===== src/sv/sbm_pkg.sv =====
package sbm_pkg;

  localparam logic [3:0] OP_AUX_TO_MAIN = 4'd0;
  localparam logic [3:0] OP_MAIN_TO_AUX = 4'd1;
  localparam logic [3:0] OP_INC         = 4'd2;
  localparam logic [3:0] OP_PUSH0       = 4'd3;
  localparam logic [3:0] OP_DUP         = 4'd4;
  localparam logic [3:0] OP_INPUT       = 4'd5;
  localparam logic [3:0] OP_PRINT       = 4'd6;
  localparam logic [3:0] OP_SUB         = 4'd7;
  localparam logic [3:0] OP_ADD         = 4'd8;
  localparam logic [3:0] OP_DROP        = 4'd9;
  localparam logic [3:0] OP_SWAP        = 4'd10;
  localparam logic [3:0] OP_ROTATE      = 4'd11;
  localparam logic [3:0] OP_MAIN_NONEMPTY = 4'd12;
  localparam logic [3:0] OP_AUX_NONEMPTY  = 4'd13;
  localparam logic [3:0] OP_EXIT        = 4'd14;
  localparam logic [3:0] OP_LOOP_TEST   = 4'd15;

  localparam logic [1:0] ST_OK      = 2'd0;
  localparam logic [1:0] ST_SHALLOW = 2'd1;
  localparam logic [1:0] ST_FULL    = 2'd2;
  localparam logic [1:0] ST_HALTED  = 2'd3;

  // Number of top cells that the controller can load directly.
  localparam int TOP_CELLS = 3;

  typedef struct packed {
    logic [3:0] opcode;
    logic [7:0] input_byte;
    logic       input_at_end;
  } req_t;

  typedef struct packed {
    logic       print_valid;
    logic [7:0] print_byte;
    logic       loop_taken;
    logic [1:0] status;
    logic       exit_request;
    logic [7:0] exit_code;
  } res_t;

  typedef enum logic [1:0] {
    CMD_HOLD,
    CMD_DEEPER,
    CMD_SHALLOWER,
    CMD_LOAD
  } cell_cmd_t;

  typedef enum logic [1:0] {
    SH_HOLD,
    SH_PUSH,
    SH_POP
  } shift_t;

  typedef struct packed {
    shift_t                        shift;
    logic [TOP_CELLS-1:0]          load;
    logic [TOP_CELLS-1:0][7:0]     load_data;
  } stack_ctrl_t;

endpackage


===== src/sv/sbm_cell.sv =====
module sbm_cell import sbm_pkg::*; (
  input  logic      clk,
  input  cell_cmd_t cmd,
  input  logic [7:0] shallower,
  input  logic [7:0] deeper,
  input  logic [7:0] load_data,
  output logic [7:0] value
);

  always_ff @(posedge clk) begin
    case (cmd)
      CMD_DEEPER:    value <= deeper;
      CMD_SHALLOWER: value <= shallower;
      CMD_LOAD:      value <= load_data;
      default:       value <= value;
    endcase
  end

endmodule


===== src/sv/sbm_stack.sv =====
module sbm_stack import sbm_pkg::*; #(
  parameter int DEPTH = 256
) (
  input  logic                      clk,
  input  stack_ctrl_t               ctrl,
  output logic [TOP_CELLS-1:0][7:0] top
);

  // Cell 0 is the top of stack; a push moves every entry one cell deeper.
  logic [7:0] data [DEPTH];

  cell_cmd_t shift_cmd;

  always_comb begin
    case (ctrl.shift)
      SH_PUSH: shift_cmd = CMD_SHALLOWER;
      SH_POP:  shift_cmd = CMD_DEEPER;
      default: shift_cmd = CMD_HOLD;
    endcase
  end

  for (genvar i = 0; i < DEPTH; i++) begin : g_cell
    cell_cmd_t  cmd;
    logic [7:0] shallower;
    logic [7:0] deeper;
    logic [7:0] load_data;

    if (i < TOP_CELLS) begin : g_top
      assign cmd       = ctrl.load[i] ? CMD_LOAD : shift_cmd;
      assign load_data = ctrl.load_data[i];
      assign top[i]    = data[i];
    end else begin : g_body
      assign cmd       = shift_cmd;
      assign load_data = 8'h00;
    end

    if (i == 0) begin : g_first
      assign shallower = 8'h00;
    end else begin : g_inner
      assign shallower = data[i-1];
    end

    if (i == DEPTH - 1) begin : g_last
      assign deeper = 8'h00;
    end else begin : g_more
      assign deeper = data[i+1];
    end

    sbm_cell u_cell (
      .clk       (clk),
      .cmd       (cmd),
      .shallower (shallower),
      .deeper    (deeper),
      .load_data (load_data),
      .value     (data[i])
    );
  end

endmodule


===== config.mk =====
export PLATFORM = sky130hd
export DESIGN_NAME = sbm_stack
export DESIGN_NICKNAME = d
export VERILOG_FILES = /design/src/sv/sbm_pkg.sv /design/src/sv/sbm_cell.sv /design/src/sv/sbm_stack.sv
export SDC_FILE = /design/constraint.sdc
export NUM_CORES = 2
export LEC_CHECK = 0
export ABC_AREA = 0
export BUFFER_PORTS_ARGS = -buffer_cell sky130_fd_sc_hd__clkbuf_2
export CAP_MARGIN = 20
export CORE_ASPECT_RATIO = 1.5
export CORE_MARGIN = 2
export CORE_UTILIZATION = 50
export CTS_BUF_LIST = sky130_fd_sc_hd__clkbuf_8
export DETAILED_ROUTE_END_ITERATION = 16
export GPL_ROUTABILITY_DRIVEN = 0
export PLACE_DENSITY = 0.65
export SETUP_SLACK_MARGIN = 0.2
export SKIP_CTS_REPAIR_TIMING = 1
export SLEW_MARGIN = 15
export SYNTH_ARGS = -nofsm -noshare
export SYNTH_HDL_FRONTEND = slang
export SYNTH_SLANG_ARGS = --single-unit

===== constraint.sdc =====
create_clock -name clk -period 77.6 [get_ports clk]
set_clock_uncertainty 0.1 [all_clocks]
set_input_delay 7.76 -clock clk [delete_from_list [all_inputs] [get_ports clk]]
set_output_delay 7.76 -clock clk [all_outputs]
set_load 0.02 [all_outputs]

==> results.toml <==
[power_and_ir_drop]
pwr-share-comb_pct = 9.3
power.internal_uw = 1980
power_frac_seq_pct = 58.9
p_sw_share_pct = 22.3
leakagePower_uw = 0.0314
powerDensity_nw_per_um2 = 27.1
clkPwrFrac_pct = 31.9
p_sw_uw = 566
ir_drop_mv = 0.0173

[clocking]
cts_num_sinks = 2048
cts_tree = "done"
clk_latency_ns = 0.98
cts_max_level = 5
numCtsBuffers = 312
cts-root-buf = "clkbuf_8"
clk_pin_slew_ns = 0.07
cts.path.max_buffers = 4

[logic_synthesis]
yosysTopAreaCell = "edfxtp_1"
synthMuxAreaShare_pct = 26.2
synth_top_family_by_area = "multiplexers"
ys_seq_elements = 2048
ys_warn_count = 0
yosysUniqueCellTypes = 20
synth_nets = 4405
synth-adder-area-share_pct = 0.0433
syn_avg_cell_area_um2 = 19.8
synth_area_leaders = "edfxtp_1 71%, mux2_2 26%, buf_6 1.8%"
synth_compound_area_share_pct = 0.349
synthCells = 4372
synth_area_um2 = 86700
synth-xor-area-share_pct = 0
ys_seq_area_share_pct = 70.9
synth_top_area_share_pct = 70.9
synthSimpleGateAreaFrac_pct = 0.182

[sta]
slew_headroom_pct = 21.7
rsz0062_at_grt = "no"
fin_crit_ns = 12.21
fin_ws_ns = 65.39
finalSetupViolations = 0
fin_crit_sh_pct = 15.7
tightest_slew_ns = 1.17
finalMaxSlewViolations = 0
hold_viol = 0
finalSetupTns_ns = 0
timing.fmax_mhz = 81.9

[detailed_routing]
routed_wl_um = 117000
via_count = 37400
drt_iter0_drc = 2684
avgViaCountPerCell = 5.31
drc = 0
drtPass1Iterations = 5
antenna_left = 0
routedWlPerCell_um = 16.6

[critical_path]
reg2reg_slack_ns = 76.31
required_ns = 78.22
start_kind = "input pin"
ff2ff_path_depth = 2
worst_ep_arrival_time_ns = 12.82
reg2reg_from = "g_cell[3].u_cell.value[5]"
critPathKind = "input pin to flop"
worstReg2RegEnd = "g_cell[2].u_cell.value[5]"
crit_path_max_fanout = 177
end_kind = "flop"

[global_routing]
antenna_found_initial = 1
grt_pass1_wl_um = 196000
grt_pass1_vias = 40100
grt_remaining_overflow = 0
grt_max_degree = 207
grt_use_total_pct = 13.0

[finish]
reg.largest.list = "g_cell.u_cell.value (2048)"
nets = 4586
largest_reg_flops = 2048
top_register = "g_cell.u_cell.value"
layout-drive-gt1-share_pct = 52.0
syn_to_final_growth_pct = 8.17

[floorplanning]
start_util_pct = 50.2
fp.dieW_um = 344
io_pins = 54
dieArea_um2 = 177000
core_um2 = 173000
rows = 187
die_height_um = 514

[min_path]
hold_path.class = "flop to flop"
min-delay-start = "g_cell[77].u_cell.value[1]"
holdPathEnd = "g_cell[76].u_cell.value[1]"
hold_depth = 1

[place]
io_buffers = 53
dp_hpwl_um = 63800
place_ws_ns = 64.27

[run_status]
status = "completed"

[job]
cap_violations = 0
layer usage:
layer / part of all wire, % / track usage (%) / vias up
li1: - / - / 17800
met3: 3.8 / 3.19 / 204
met5: 0 / 0 / -
met1: 44 / 16.8 / 18900
met4: 2.0 / 4.28 / 0
met2: 50 / 21.4 / 505
final cells by class:
class	count	area (µm²)
tap	2268	2840
fill	13500	78900
inverter	4	22.5
timing repair buffer	98	751
multi-input combinational	2089	23200
clock inverter	201	1060
sequential	2048	61500
antenna	1	2.50
clock buffer	322	4430
synthesized netlist by cell type (all sizes together):
library cell / n
nand2: 1
a21oi: 10
ha: 3
edfxtp: 2048
nor3: 4
nor2: 9
clkbuf: 4
inv: 4
o22a: 12
or3: 3
nand2b: 2
o32ai: 6
nor2b: 10
buf: 227
mux2: 2016
a22o: 8
or2: 1
o22ai: 4
through the flow:
step | util, % | instance area [µm²] | hold slack [ns] | power, µW | instances
3_5_place_dp | 51.1 | 88200 | 0.436 | 1760 | 6503
2_1_floorplan | - | 86700 | 0.425 | 1880 | 4372
6_report | 54.3 | 93800 | 0.446 | 2540 | 7031
3_3_place_gp | 51.1 | 88200 | 0.433 | 1750 | 6503
5_1_grt | 54.3 | 93800 | 0.454 | 2670 | 7031
4_1_cts | 54.3 | 93700 | 0.439 | 2590 | 7026
how the worst max path moves through the flow:
stage / startpoint / slack [ns] / to
after floorplan: ctrl[27] / 28.05 / g_cell[100].u_cell.value[0]
final: ctrl[28] / 65.39 / g_cell[152].u_cell.value[7]
after detailed placement: ctrl[28] / 64.27 / g_cell[152].u_cell.value[7]
after CTS: ctrl[28] / 65.36 / g_cell[168].u_cell.value[2]
after global placement: ctrl[28] / 64.33 / g_cell[151].u_cell.value[7]
after global routing: ctrl[28] / 65.04 / g_cell[190].u_cell.value[6]
power groups by stage:
stage	combinational, µW	clock (µW)	sequential (µW)
after floorplan	208	0	1670
after global placement	227	0	1520
after detailed placement	239	0	1520
after CTS	240	849	1500
after global routing	260	891	1520
final	236	811	1500
kinds of logic after synthesis:
family                     after synthesis
AOI/OAI and AO/OA                       40
DFF                                   2048
and+or+nand+nor                         30
buffers and inverters                  235
adders and majority gates                3
muxes                                 2016
placed cells by master (no fill, tap or decap), types with 2 or more instances in the layout:
cell / n
clkinvlp_4: 2
nand2b_1: 2
buf_12: 7
clkinv_1: 65
nor2_1: 9
bufinv_16: 10
nor2b_1: 10
or3_1: 3
a22o_1: 8
buf_4: 35
ha_1: 2
clkbuf_8: 322
a21oi_1: 10
mux2_2: 2016
nor3_1: 4
inv_1: 100
edfxtp_1: 2048
clkbuf_2: 53
o32ai_1: 6
o22ai_1: 4
o22a_1: 12
clkinv_2: 26
buf_16: 3
critical path, cell delays in order:
cell and delay [ns]:
clkbuf_2 0.10, inv_1 0.10, ha_4 0.80, buf_12 0.64
buf_4 0.62, buf_12 0.31, buf_4 0.79, buf_4 0.95
mux2_2 0.42
Note: power is estimated with default switching activity, not from simulation.
